--- config.mk ---
export PLATFORM = sky130hd
export DESIGN_NAME = go_back_n_sender_window_unit
export DESIGN_NICKNAME = d
export VERILOG_FILES = /design/src/gbn_pkg.sv /design/src/gbn_queue.sv /design/src/gbn_front.sv /design/src/gbn_back.sv /design/src/go_back_n_sender_window_unit.sv
export VERILOG_INCLUDE_DIRS = /design/src /design/src/src
export SDC_FILE = /design/constraint.sdc
export NUM_CORES = 1
export LEC_CHECK = 0
export BUFFER_PORTS_ARGS = -buffer_cell sky130_fd_sc_hd__clkbuf_2
export CAP_MARGIN = 30
export CORE_MARGIN = 10
export CORE_UTILIZATION = 61
export DETAILED_ROUTE_END_ITERATION = 8
export PLACE_DENSITY = 0.78
export RECOVER_POWER = 100
export SLEW_MARGIN = 15
export SYNTH_ARGS = -nofsm -noshare
export SYNTH_HDL_FRONTEND = slang
export SYNTH_HIERARCHICAL = 1
export SYNTH_SLANG_ARGS = --single-unit
--- constraint.sdc ---
create_clock -name clk -period 7.4 [get_ports clk]
set_clock_uncertainty 0.2 [all_clocks]
set_input_delay 1.48 -clock clk [delete_from_list [all_inputs] [get_ports clk]]
set_output_delay 1.48 -clock clk [all_outputs]
set_load 0.02 [all_outputs]
--- src/assert_macros.svh ---
// ----------------------------------------------------------------------------
// Assertion macros
// Shared concurrent assertion forms, clocked on clk and quiet while rst_n is low.
// ----------------------------------------------------------------------------
`ifndef ASSERT_MACROS_SVH
`define ASSERT_MACROS_SVH

// The consequent must hold in the same cycle as the antecedent.
`define GBN_ASSERT_IMP(label, ante, cons, msg) \
    label: assert property (@(posedge clk) disable iff (!rst_n) (ante) |-> (cons)) \
        else $error(msg);

// The consequent must hold in the cycle after the antecedent.
`define GBN_ASSERT_NEXT(label, ante, cons, msg) \
    label: assert property (@(posedge clk) disable iff (!rst_n) (ante) |=> (cons)) \
        else $error(msg);

// The expression must hold at every clock edge out of reset.
`define GBN_ASSERT_ALWAYS(label, expr, msg) \
    label: assert property (@(posedge clk) disable iff (!rst_n) (expr)) \
        else $error(msg);

`endif

--- src/gbn_pkg.sv ---
// ----------------------------------------------------------------------------
// Go-Back-N sender package
// Operation codes, command and result flag types, and default sizes.
// ----------------------------------------------------------------------------
package gbn_pkg;

    // Default sizes for the top level parameters and the depth of both queues.
    localparam int SEQ_MOD_DEF      = 8;
    localparam int PAYLOAD_BITS_DEF = 64;
    localparam int QUEUE_DEPTH      = 2;

    // Operation codes seen on the input port.
    localparam logic [1:0] OP_SEND    = 2'd0;
    localparam logic [1:0] OP_ACK     = 2'd1;
    localparam logic [1:0] OP_TIMEOUT = 2'd2;
    localparam logic [1:0] OP_UNUSED  = 2'd3;

    typedef enum logic [1:0] {
        CMD_SEND,
        CMD_ACK,
        CMD_TIMEOUT
    } cmd_kind_t;

    typedef struct packed {
        cmd_kind_t kind;
        logic      intact;
    } cmd_ctrl_t;

    typedef struct packed {
        logic packet_valid;
        logic timer_start;
        logic timer_stop;
        logic send_accepted;
        logic ack_accepted;
        logic last;
    } res_flags_t;

    typedef enum logic [1:0] {
        ST_IDLE,
        ST_READ,
        ST_EMIT
    } state_t;

endpackage

--- src/gbn_queue.sv ---
// ----------------------------------------------------------------------------
// Small register queue
// First-in first-out buffer of DEPTH entries with push/full and pop/empty.
// ----------------------------------------------------------------------------
module gbn_queue #(
    parameter int DATA_W = 8,
    parameter int DEPTH  = gbn_pkg::QUEUE_DEPTH
) (
    input  logic              clk,
    input  logic              rst_n,
    input  logic              push,
    input  logic [DATA_W-1:0] wdata,
    output logic              full,
    input  logic              pop,
    output logic [DATA_W-1:0] rdata,
    output logic              empty
);

    localparam int ADDR_W = (DEPTH > 1) ? $clog2(DEPTH) : 1;
    localparam int CNT_W  = $clog2(DEPTH + 1);
    localparam logic [ADDR_W-1:0] LAST_ADDR = ADDR_W'(DEPTH - 1);
    localparam logic [CNT_W-1:0]  FULL_CNT  = CNT_W'(DEPTH);

    logic [DATA_W-1:0] entry_reg [DEPTH];
    logic [ADDR_W-1:0] wr_ptr_reg, wr_ptr_next;
    logic [ADDR_W-1:0] rd_ptr_reg, rd_ptr_next;
    logic [CNT_W-1:0]  count_reg, count_next;
    logic              do_push;
    logic              do_pop;

    assign full    = (count_reg == FULL_CNT);
    assign empty   = (count_reg == '0);
    assign do_push = push && !full;
    assign do_pop  = pop && !empty;
    assign rdata   = entry_reg[rd_ptr_reg];

    always_comb
    begin
        wr_ptr_next = wr_ptr_reg;
        rd_ptr_next = rd_ptr_reg;
        count_next  = count_reg;
        if (do_push)
        begin
            wr_ptr_next = (wr_ptr_reg == LAST_ADDR) ? '0 : wr_ptr_reg + 1'b1;
        end
        if (do_pop)
        begin
            rd_ptr_next = (rd_ptr_reg == LAST_ADDR) ? '0 : rd_ptr_reg + 1'b1;
        end
        if (do_push && !do_pop)
        begin
            count_next = count_reg + 1'b1;
        end
        else if (do_pop && !do_push)
        begin
            count_next = count_reg - 1'b1;
        end
    end

    always_ff @(posedge clk or negedge rst_n)
    begin
        if (!rst_n)
        begin
            wr_ptr_reg <= '0;
            rd_ptr_reg <= '0;
            count_reg  <= '0;
        end
        else
        begin
            wr_ptr_reg <= wr_ptr_next;
            rd_ptr_reg <= rd_ptr_next;
            count_reg  <= count_next;
        end
    end

    always_ff @(posedge clk)
    begin
        if (do_push)
        begin
            entry_reg[wr_ptr_reg] <= wdata;
        end
    end

endmodule

--- src/gbn_front.sv ---
// ----------------------------------------------------------------------------
// Go-Back-N sender front end
// Takes input transactions, decodes the operation, works out the new window
// base of an acknowledgement and queues a command for the back end.
// ----------------------------------------------------------------------------
module gbn_front #(
    parameter int SEQ_MOD      = gbn_pkg::SEQ_MOD_DEF,
    parameter int PAYLOAD_BITS = gbn_pkg::PAYLOAD_BITS_DEF,
    parameter int PTR_W        = $clog2(SEQ_MOD)
) (
    input  logic                    clk,
    input  logic                    rst_n,
    input  logic                    push,
    output logic                    full,
    input  logic [1:0]              operation,
    input  logic [63:0]             payload,
    input  logic signed [3:0]       ack_number,
    input  logic                    ack_intact,
    output logic                    cmd_valid,
    input  logic                    cmd_pop,
    output gbn_pkg::cmd_ctrl_t      cmd_ctrl,
    output logic [PTR_W-1:0]        cmd_base,
    output logic [PAYLOAD_BITS-1:0] cmd_payload
);

    // Reduction of ack_number + 1 into 0 .. SEQ_MOD-1. A multiple of SEQ_MOD
    // of at least seven is added first so that the sum is never negative.
    localparam int OFFSET    = SEQ_MOD * ((7 + SEQ_MOD - 1) / SEQ_MOD);
    localparam int RED_W     = $clog2(SEQ_MOD + 15) + 1;
    localparam int RED_STEPS = (14 + SEQ_MOD) / SEQ_MOD;
    localparam int CTRL_W    = $bits(gbn_pkg::cmd_ctrl_t);
    localparam int CMD_W     = CTRL_W + PTR_W + PAYLOAD_BITS;

    gbn_pkg::cmd_ctrl_t  ctrl_in;
    logic [RED_W-1:0]    base_sum;
    logic [PTR_W-1:0]    base_in;
    logic                q_full;
    logic                q_empty;
    logic                q_push;
    logic [CMD_W-1:0]    q_wdata;
    logic [CMD_W-1:0]    q_rdata;

    always_comb
    begin
        ctrl_in.intact = ack_intact;
        case (operation)
            gbn_pkg::OP_SEND:    ctrl_in.kind = gbn_pkg::CMD_SEND;
            gbn_pkg::OP_ACK:     ctrl_in.kind = gbn_pkg::CMD_ACK;
            gbn_pkg::OP_TIMEOUT: ctrl_in.kind = gbn_pkg::CMD_TIMEOUT;
            default:             ctrl_in.kind = gbn_pkg::CMD_SEND;
        endcase
    end

    always_comb
    begin
        base_sum = RED_W'(OFFSET + 1) + {{(RED_W - 4){ack_number[3]}}, ack_number};
        for (int k = 0; k < RED_STEPS; k++)
        begin
            if (base_sum >= RED_W'(SEQ_MOD))
            begin
                base_sum = base_sum - RED_W'(SEQ_MOD);
            end
        end
        base_in = base_sum[PTR_W-1:0];
    end

    // The unused operation code is taken and dropped here.
    assign full    = q_full;
    assign q_push  = push && !q_full && (operation != gbn_pkg::OP_UNUSED);
    assign q_wdata = {ctrl_in, base_in, payload[PAYLOAD_BITS-1:0]};

    gbn_queue #(
        .DATA_W (CMD_W),
        .DEPTH  (gbn_pkg::QUEUE_DEPTH)
    ) u_cmd_queue (
        .clk   (clk),
        .rst_n (rst_n),
        .push  (q_push),
        .wdata (q_wdata),
        .full  (q_full),
        .pop   (cmd_pop),
        .rdata (q_rdata),
        .empty (q_empty)
    );

    assign cmd_valid   = !q_empty;
    assign cmd_ctrl    = gbn_pkg::cmd_ctrl_t'(q_rdata[CMD_W-1 -: CTRL_W]);
    assign cmd_base    = q_rdata[PAYLOAD_BITS +: PTR_W];
    assign cmd_payload = q_rdata[PAYLOAD_BITS-1:0];

endmodule

--- src/gbn_back.sv ---
// ----------------------------------------------------------------------------
// Go-Back-N sender back end
// Holds the window pointers and the packet store, carries out queued commands
// and walks the window on a timeout, reading and then emitting each stored packet.
// ----------------------------------------------------------------------------
`include "assert_macros.svh"

module gbn_back #(
    parameter int SEQ_MOD      = gbn_pkg::SEQ_MOD_DEF,
    parameter int PAYLOAD_BITS = gbn_pkg::PAYLOAD_BITS_DEF,
    parameter int PTR_W        = $clog2(SEQ_MOD)
) (
    input  logic                    clk,
    input  logic                    rst_n,
    input  logic                    cmd_valid,
    output logic                    cmd_pop,
    input  gbn_pkg::cmd_ctrl_t      cmd_ctrl,
    input  logic [PTR_W-1:0]        cmd_base,
    input  logic [PAYLOAD_BITS-1:0] cmd_payload,
    input  logic                    res_full,
    output logic                    res_push,
    output gbn_pkg::res_flags_t     res_flags,
    output logic [2:0]              res_seq,
    output logic [PAYLOAD_BITS-1:0] res_data
);

    localparam logic [PTR_W-1:0] LAST_PTR = PTR_W'(SEQ_MOD - 1);
    localparam int               SEQ_EXT_W = (PTR_W > 3) ? PTR_W : 3;
    localparam logic [PTR_W:0]   SEQ_MOD_P = (PTR_W + 1)'(SEQ_MOD);

    gbn_pkg::state_t         state_reg, state_next;
    logic [PTR_W-1:0]        base_reg, base_next;
    logic [PTR_W-1:0]        next_reg, next_next;
    logic [PTR_W-1:0]        idx_reg, idx_next;
    logic                    first_reg, first_next;
    logic [PAYLOAD_BITS-1:0] store [SEQ_MOD];
    logic [PAYLOAD_BITS-1:0] rd_data_reg;
    logic                    mem_we;
    logic [PTR_W-1:0]        next_inc;
    logic [PTR_W-1:0]        idx_inc;
    logic [PTR_W-1:0]        seq_ptr;
    logic [SEQ_EXT_W-1:0]    seq_ext;

    assign next_inc = (next_reg == LAST_PTR) ? '0 : next_reg + 1'b1;
    assign idx_inc  = (idx_reg == LAST_PTR) ? '0 : idx_reg + 1'b1;
    assign seq_ext  = SEQ_EXT_W'(seq_ptr);
    assign res_seq  = seq_ext[2:0];

    always_comb
    begin
        state_next = state_reg;
        base_next  = base_reg;
        next_next  = next_reg;
        idx_next   = idx_reg;
        first_next = first_reg;
        cmd_pop    = 1'b0;
        res_push   = 1'b0;
        res_flags  = '0;
        seq_ptr    = '0;
        res_data   = '0;
        mem_we     = 1'b0;
        case (state_reg)
            gbn_pkg::ST_IDLE:
            begin
                if (cmd_valid && !res_full)
                begin
                    cmd_pop = 1'b1;
                    case (cmd_ctrl.kind)
                        gbn_pkg::CMD_SEND:
                        begin
                            res_push       = 1'b1;
                            res_flags.last = 1'b1;
                            if (next_inc != base_reg)
                            begin
                                mem_we                  = 1'b1;
                                res_flags.packet_valid  = 1'b1;
                                res_flags.timer_start   = (base_reg == next_reg);
                                res_flags.send_accepted = 1'b1;
                                seq_ptr                 = next_reg;
                                res_data                = cmd_payload;
                                next_next               = next_inc;
                            end
                        end
                        gbn_pkg::CMD_ACK:
                        begin
                            res_push       = 1'b1;
                            res_flags.last = 1'b1;
                            if (cmd_ctrl.intact)
                            begin
                                base_next              = cmd_base;
                                res_flags.timer_stop   = 1'b1;
                                res_flags.timer_start  = (cmd_base != next_reg);
                                res_flags.ack_accepted = 1'b1;
                            end
                        end
                        gbn_pkg::CMD_TIMEOUT:
                        begin
                            if (base_reg == next_reg)
                            begin
                                res_push              = 1'b1;
                                res_flags.timer_stop  = 1'b1;
                                res_flags.timer_start = 1'b1;
                                res_flags.last        = 1'b1;
                            end
                            else
                            begin
                                idx_next   = base_reg;
                                first_next = 1'b1;
                                state_next = gbn_pkg::ST_READ;
                            end
                        end
                        default:
                        begin
                            cmd_pop = 1'b1;
                        end
                    endcase
                end
            end
            gbn_pkg::ST_READ:
            begin
                state_next = gbn_pkg::ST_EMIT;
            end
            gbn_pkg::ST_EMIT:
            begin
                if (!res_full)
                begin
                    res_push               = 1'b1;
                    res_flags.packet_valid = 1'b1;
                    res_flags.timer_start  = first_reg;
                    res_flags.timer_stop   = first_reg;
                    res_flags.last         = (idx_inc == next_reg);
                    seq_ptr                = idx_reg;
                    res_data               = rd_data_reg;
                    first_next             = 1'b0;
                    idx_next               = idx_inc;
                    state_next = (idx_inc == next_reg) ? gbn_pkg::ST_IDLE : gbn_pkg::ST_READ;
                end
            end
            default:
            begin
                state_next = gbn_pkg::ST_IDLE;
            end
        endcase
    end

    always_ff @(posedge clk or negedge rst_n)
    begin
        if (!rst_n)
        begin
            state_reg <= gbn_pkg::ST_IDLE;
            base_reg  <= '0;
            next_reg  <= '0;
            idx_reg   <= '0;
            first_reg <= 1'b0;
        end
        else
        begin
            state_reg <= state_next;
            base_reg  <= base_next;
            next_reg  <= next_next;
            idx_reg   <= idx_next;
            first_reg <= first_next;
        end
    end

    // Packet store: written by a send, read during a window walk.
    always_ff @(posedge clk)
    begin
        if (mem_we)
        begin
            store[next_reg] <= cmd_payload;
        end
        rd_data_reg <= store[idx_reg];
    end

    `GBN_ASSERT_IMP(a_no_push_when_full, res_push, !res_full, "result written into a full queue")
    `GBN_ASSERT_NEXT(a_window_held_in_walk, state_reg != gbn_pkg::ST_IDLE, $stable(base_reg) && $stable(next_reg), "window moved during a resend walk")
    `GBN_ASSERT_ALWAYS(a_pointers_in_range, ((PTR_W + 1)'(base_reg) < SEQ_MOD_P) && ((PTR_W + 1)'(next_reg) < SEQ_MOD_P), "window pointer beyond the sequence range")
    `GBN_ASSERT_NEXT(a_walk_ends_idle, (state_reg == gbn_pkg::ST_EMIT) && res_push && res_flags.last, state_reg == gbn_pkg::ST_IDLE, "resend walk did not finish on its last packet")

endmodule

--- src/go_back_n_sender_window_unit.sv ---
// Sends and acknowledgements pass the command queue, then the back end, then the result queue.
// Throughput: one send or acknowledgement per cycle while results drain and no walk runs.
// A timeout with outstanding packets holds the back end: it takes the command, then for each
// packet does a registered store read and an emit, which waits while the result queue is full.
// Reset clears both window pointers and empties both queues; the store is not cleared.
// ----------------------------------------------------------------------------
// Go-Back-N sender window unit
// Sender side of a Go-Back-N ARQ link: stores sent packets in a ring, tracks
// the window and replays it on a retransmission timeout.
// ----------------------------------------------------------------------------
module go_back_n_sender_window_unit #(
    parameter int SEQ_MOD      = gbn_pkg::SEQ_MOD_DEF,
    parameter int PAYLOAD_BITS = gbn_pkg::PAYLOAD_BITS_DEF
) (
    input  logic              clk,
    input  logic              rst_n,
    // Input transactions
    input  logic              push,
    output logic              full,
    input  logic [1:0]        operation,
    input  logic [63:0]       payload,
    input  logic signed [3:0] ack_number,
    input  logic              ack_intact,
    // Result transactions
    output logic              empty,
    input  logic              pop,
    output logic              packet_valid,
    output logic [2:0]        seq_number,
    output logic [63:0]       packet_data,
    output logic              timer_start,
    output logic              timer_stop,
    output logic              send_accepted,
    output logic              ack_accepted,
    output logic              last
);

    // Pointer width follows from the sequence space.
    localparam int PTR_W   = $clog2(SEQ_MOD);
    localparam int FLAGS_W = $bits(gbn_pkg::res_flags_t);
    localparam int RES_W   = FLAGS_W + 3 + PAYLOAD_BITS;

    // The front end decodes each transaction and parks all but the unused operation
    // in a short command queue, so the input side keeps accepting until that queue
    // is full while the back end is busy replaying the window after a timeout.
    logic                    cmd_valid;
    logic                    cmd_pop;
    gbn_pkg::cmd_ctrl_t      cmd_ctrl;
    logic [PTR_W-1:0]        cmd_base;
    logic [PAYLOAD_BITS-1:0] cmd_payload;

    // Results leave the back end through a second queue, which decouples the
    // back end from a consumer that holds pop low.
    logic                    res_full;
    logic                    res_push;
    gbn_pkg::res_flags_t     res_flags;
    logic [2:0]              res_seq;
    logic [PAYLOAD_BITS-1:0] res_data;
    logic [RES_W-1:0]        res_wdata;
    logic [RES_W-1:0]        res_rdata;
    gbn_pkg::res_flags_t     out_flags;

    gbn_front #(
        .SEQ_MOD      (SEQ_MOD),
        .PAYLOAD_BITS (PAYLOAD_BITS),
        .PTR_W        (PTR_W)
    ) u_front (
        .clk         (clk),
        .rst_n       (rst_n),
        .push        (push),
        .full        (full),
        .operation   (operation),
        .payload     (payload),
        .ack_number  (ack_number),
        .ack_intact  (ack_intact),
        .cmd_valid   (cmd_valid),
        .cmd_pop     (cmd_pop),
        .cmd_ctrl    (cmd_ctrl),
        .cmd_base    (cmd_base),
        .cmd_payload (cmd_payload)
    );

    // The back end owns the window base, the next sequence number and the
    // packet store. A send or acknowledgement is completed in the cycle it is
    // popped; a timeout on a non-empty window walks from the base to the next
    // sequence number, reading each stored packet and then emitting it.
    gbn_back #(
        .SEQ_MOD      (SEQ_MOD),
        .PAYLOAD_BITS (PAYLOAD_BITS),
        .PTR_W        (PTR_W)
    ) u_back (
        .clk         (clk),
        .rst_n       (rst_n),
        .cmd_valid   (cmd_valid),
        .cmd_pop     (cmd_pop),
        .cmd_ctrl    (cmd_ctrl),
        .cmd_base    (cmd_base),
        .cmd_payload (cmd_payload),
        .res_full    (res_full),
        .res_push    (res_push),
        .res_flags   (res_flags),
        .res_seq     (res_seq),
        .res_data    (res_data)
    );

    assign res_wdata = {res_flags, res_seq, res_data};

    gbn_queue #(
        .DATA_W (RES_W),
        .DEPTH  (gbn_pkg::QUEUE_DEPTH)
    ) u_res_queue (
        .clk   (clk),
        .rst_n (rst_n),
        .push  (res_push),
        .wdata (res_wdata),
        .full  (res_full),
        .pop   (pop),
        .rdata (res_rdata),
        .empty (empty)
    );

    // Unpack the oldest waiting result onto the output ports. The stored
    // payload is narrower than the port when PAYLOAD_BITS is below 64, so it
    // is zero-extended here.
    assign out_flags     = gbn_pkg::res_flags_t'(res_rdata[RES_W-1 -: FLAGS_W]);
    assign seq_number    = res_rdata[PAYLOAD_BITS +: 3];
    assign packet_data   = 64'(res_rdata[PAYLOAD_BITS-1:0]);
    assign packet_valid  = out_flags.packet_valid;
    assign timer_start   = out_flags.timer_start;
    assign timer_stop    = out_flags.timer_stop;
    assign send_accepted = out_flags.send_accepted;
    assign ack_accepted  = out_flags.ack_accepted;
    assign last          = out_flags.last;

endmodule
-- Word-level counts from Yosys, hierarchy flattened
Memory sizes are Yosys's and may differ from the RTL's. A register that Yosys moved wholly into a read port is not among the register bits.
Cells that the tools add are included.
- register bits: 20
- memory bits (writable): 798
- memories kept: 3
- memory list (memory ; depth ; width ; read ports ; clocked after Yosys merged registers in ; wr ports ; RTL line ; source):
    u_back.store ; 8 ; 64 ; 1 ; 1 ; 1 ; gbn_back.sv:36 ; logic [PAYLOAD_BITS-1:0] store [SEQ_MOD];
    u_res_queue.entry_reg ; 2 ; 73 ; 1 ; 0 ; 1 ; gbn_queue.sv:24 ; logic [DATA_W-1:0] entry_reg [DEPTH];
    u_front.u_cmd_queue.entry_reg ; 2 ; 70 ; 1 ; 0 ; 1 ; gbn_queue.sv:24 ;
- $lt $le $gt $ge: 2
- reduce and logical (&&, ||, !) cells: 31
- $add $sub $neg: 13
- muxes and demuxes: 70
- equal/unequal tests: 19
- operator list (operator ; number):
    $mux 64 ; 4
    $pmux 64 s2 ; 1
    $mux 3 ; 12
    $mux 1 ; 28
    $mux 2 ; 12
    $pmux 3 s2 ; 3
    $ge 6x4->1 const B ; 2
    $mux 6 ; 2
    $reduce_and 4->1 ; 3
    $logic_and 1x1->1 ; 11
    $eq 2x2->1 const B ; 5
    $pmux 1 s2 ; 5
    $logic_not 1->1 ; 8
    $logic_not 2->1 ; 4
    $ne 2x2->1 const B ; 4
    $add 3x1->3 const B ; 2
    $add 5x4->6 const A ; 1
    $eq 2x1->1 const B ; 3
    $eq 3x3->1 ; 2
    $eq 3x3->1 const B ; 2
    $ne 3x3->1 ; 2
    $pmux 2 s3 ; 1
    $reduce_bool 2->1 ; 3
    $sub 6x4->6 const B ; 1
    9 further kinds ; 14

-- Depth between registers and ports, before layout
An unclocked memory read counts as a cell.
- word-level depth: 11
- depth in mapped cells: 14
- depth with buffers taken out: 12

-- Cells and area by module
The synthesis kept the hierarchy.
- by module, submodules not included (module ; cells each ; instances ; area an instance (um^2)):
    gbn_back ; 983 ; 1 ; 22187.5
    gbn_queue (u_res_queue) ; 246 ; 1 ; 5711.7
    gbn_queue (u_front.u_cmd_queue) ; 237 ; 1 ; 5599.1
    gbn_front ; 8 ; 1 ; 60.1

-- Worst setup path before layout
Ideal clock, no wire load.
- path type: flip-flop to flip-flop
- from: reg u_front.u_cmd_queue.rd_ptr_reg
- to: mem u_res_queue/entry_reg[0][0] (netlist name), enable pin
- data arrival time: 4.927 ns
- data required time: 6.696 ns
- stages on the path, launching flop included: 11
- buffers on the path: 2
- period minus slack after synthesis: 5.631 ns
- library setup time: 0.504 ns
- setup slack: 1.769 ns
- path through: dfrtp_1 > buf_6 > buf_12 > mux2_4 > inv_1 > ha_1 > nor4b_1 > o31ai_1 > nand2_1 > nand2_1 > nor2_1
- RTL lines (what ; RTL line ; source):
    start: declaration ; gbn_queue.sv:26 ; logic [ADDR_W-1:0] rd_ptr_reg, rd_ptr_next;
    start signal: assignment ; gbn_queue.sv:71 ; rd_ptr_reg <= rd_ptr_next;
    end: declaration ; gbn_queue.sv:24 ;

==> key figures <==
Synth
  – Post-Synthesis Cells: 1474
  – Number of synthesized register bits: 882
  – Yosys warns: 6
  – EDFF count, synth: 798
  – Sequential area share after synthesis: 0.767
  – Syn Area/Cell: 22.8 um2
  – Synth top area share: 0.714
  – Most common cell in the netlist: edfxtp_1
  – Unique cell type count in the Yosys netlist: 48
  – Top_reg_cell synth: edfxtp_1
  – Synth Cell Area: 33600 um2
  – Post-synth ARST share: 0.0227
  – Yosys top cell by area: edfxtp_1
  – Net Count, Synth: 1560
  – Synth area leaders: edfxtp_1, mux4_2, mux2_4, dfxtp_1, mux2_2
  – Most instantiated cells after synthesis: edfxtp_1, mux2_4, mux4_2, mux2_2, a22o_1

Routing
  – Avg WL per Cell: 27.4 um
  – Vias: 15200
  – DR iter-0 viols: roughly 1300
  – DR vias/cell: 6.26
  – Total Wirelength: 66600 um
  – Antenna-violating nets left: 0
  – Drt pass-1 iters: 7
  – DRC violations left: 0

Timing
  – TNS Setup: 0 ns
  – Max Fclk: ~170 MHz
  – Actual slew at the worst max-slew pin: 3.19 ns
  – Final period utilization: 0.784
  – Setup Viol. Count Final: 0
  – Tmin final: between 5 and 6 ns
  – Pins Over Slew Limit: 367
  – Final hold violation count: 0
  – RSZ-0062 raised after global routing: no
  – Slew Limit Headroom: -1.12

Worst setup path
  – Setup crit start kind: flop
  – Endpoint type of the worst setup path: flop
  – WP data arrival: between 5 and 6 ns
  – CP required: 7.41 ns
  – Worst Path Max Fanout: 44
  – Kind of critical path: reg2reg

Finish
  – Final Net Count: 1749
  – Post-route design area: 37400 um2
  – Sequential cell area: between 20000 and 30000 um2
  – Max reg flops: 512
  – Fin util: 0.690
  – Multi-input logic area: 6750 um2
  – Number of fill cells in the layout: roughly 3300
  – Synthesis-to-layout area growth: 11.3%
  – Ant. Diodes: 0
  – Share of cells above drive strength 1: 0.268

Pwr
  – Leakage: 12.4 nW
  – Sw Share: 0.295
  – Reg power frac: 0.452
  – Max IR drop VDD: between 0.0002 and 0.0003 V
  – Int Power: 11.5 mW
  – Pwr/cell area: 436 nW/um2
  – Logic gate share of total power: 0.267
  – Total power draw: 16.3 mW
  – Clock Power Share: 0.281
  – Net Switching: 4.81 mW

Global route
  – Total GRT Usage: 0.209
  – Total grt overflow: 0
  – Largest net degree at the start of global routing: 89
  – Initial antenna violation count: 0
  – Vias in the first global route: between 15000 and 20000
  – Global-route wire length before repair: ~100000 um

Clock network
  – CTS max path bufs: 3
  – Cts-stage hold buffer count: 0
  – Post-CTS sizing: 0
  – CTS tree: built
  – Clk slew on worst S/H paths: 0.06 ns
  – Cts bufs inserted: 86
  – Htree depth: 3
  – Post-CTS setup repair buffer count: 0
  – # clock sinks: between 800 and 900
  – Root buf cell: clkbuf_16
  – Clock Latency Late Sink: 0.63 ns

Placement
  – I/O Buffers: approximately 150
  – Post-detail-place hpwl: 36100 um
  – Gpl congestion: about 0.75
  – Post-DP Area: 34900 um2

Floorplan
  – Core area: between 50000 and 60000 um2
  – Chip height: 255 um
  – Initial core utilization: 0.620
  – Die width: around 250 um
  – IO Pins: 150
  – Row count: 85
  – Die Area: approximately 65000 um2

Flow run
  – MaxCap Viol Count: 10

Hold path
  – Worst Hold Class: reg2reg

Status
  – Failing checks: capacitance limit, slew limit
  – Status: finished, violations left
==> metrics by stage <==
stage	setup WS [ns]	hold slack, ns	instances
floorplan	1.77	0.261	1474
global placement	2.79	0.281	2265
detailed placement	2.84	0.309	2269
CTS	2.68	0.322	2428
global route	1.30	0.328	2430
finish	1.60	0.319	2430
==> power groups by stage <==
stage	registers, mW	logic (mW)	clock network (mW)
floorplan	7.17	3.73	0
detailed placement	7.54	4.58	0
CTS	7.46	4.63	4.64
finish	7.36	4.36	4.57
global placement	7.49	4.41	0
global route	7.45	4.68	4.83
==> path summary, 6_finish.rpt <==
kind	start	end	slack, ns	depth (start not counted)
max	u_front/u_cmd_queue/rd_ptr_reg	u_back/store[7][60]	1.60	8
min	u_back/first_reg	u_back/first_reg	0.32	1
max reg2reg	u_front/u_cmd_queue/rd_ptr_reg	u_back/store[7][60]	1.60	8
min reg2reg	u_back/first_reg	u_back/first_reg	0.32	1
max in group asynchronous	rst_n	u_back/idx_reg[0]	5.07	1
min in group asynchronous	rst_n	u_res_queue/wr_ptr_reg	0.95	1
==> layout make-up <==
cell class	instances	area share
multi-input cells	507	0.181
inverters	11	0.00111
flip-flops and latches	882	0.689
well taps	696	0.0233
repair buffers	175	0.0250
clock buffers	108	0.0637
clock inverters	51	0.0168
==> worst max-delay path: stages, from the launching register on <==
cell	delay, ns
dfrtp_1	1.68
mux2_1	0.46
inv_1	0.10
ha_1	0.18
inv_1	0.05
a41oi_1	0.23
and2_4	0.29
and4_4	0.81
clkbuf_1	1.35
==> metal layers <==
metal | vias up | track usage | part of all wire
met5 | - | 0 | 0
met4 | 0 | 0.0685 | 0.025
met3 | 111 | 0.0377 | 0.075
met2 | 634 | 0.343 | 0.50
met1 | 8027 | 0.283 | 0.40
li1 | 6440 | - | -
==> placed cells by master, fill, tap and decap left out, types with 3 or more instances in the layout <==
cell type   instances
clkbuf_16          89
nand2b_1            4
nand2_1             6
xor2_1              8
clkbuf_2           74
dfxtp_1            64
ha_1               11
mux2_4             12
buf_4              13
buf_16              3
mux2_2             80
clkinvlp_4          3
inv_1              11
bufinv_16          14
nand3_1             3
nor2_1              9
buf_12              4
xnor2_1            14
clkbuf_1           92
edfxtp_1          798
mux4_2            128
clkbuf_8            8
clkinv_1           11
o21ai_0             5
clkinv_2           19
dfrtp_1            18
a22o_1             67
mux2_1            127
==> kinds of logic after synthesis <==
family | count (synthesis) | synth area share
buffers and inverters | 85 | 0.0188
AO/OA/AOI/OAI | 81 | 0.0210
AND/OR/NAND/NOR | 46 | 0.00910
multiplexers | 347 | 0.174
XOR/XNOR | 22 | 0.00574
adder cells (fa/ha/maj) | 11 | 0.00410
flip-flops | 882 | 0.767
Note: power is estimated with default switching activity, not from simulation.
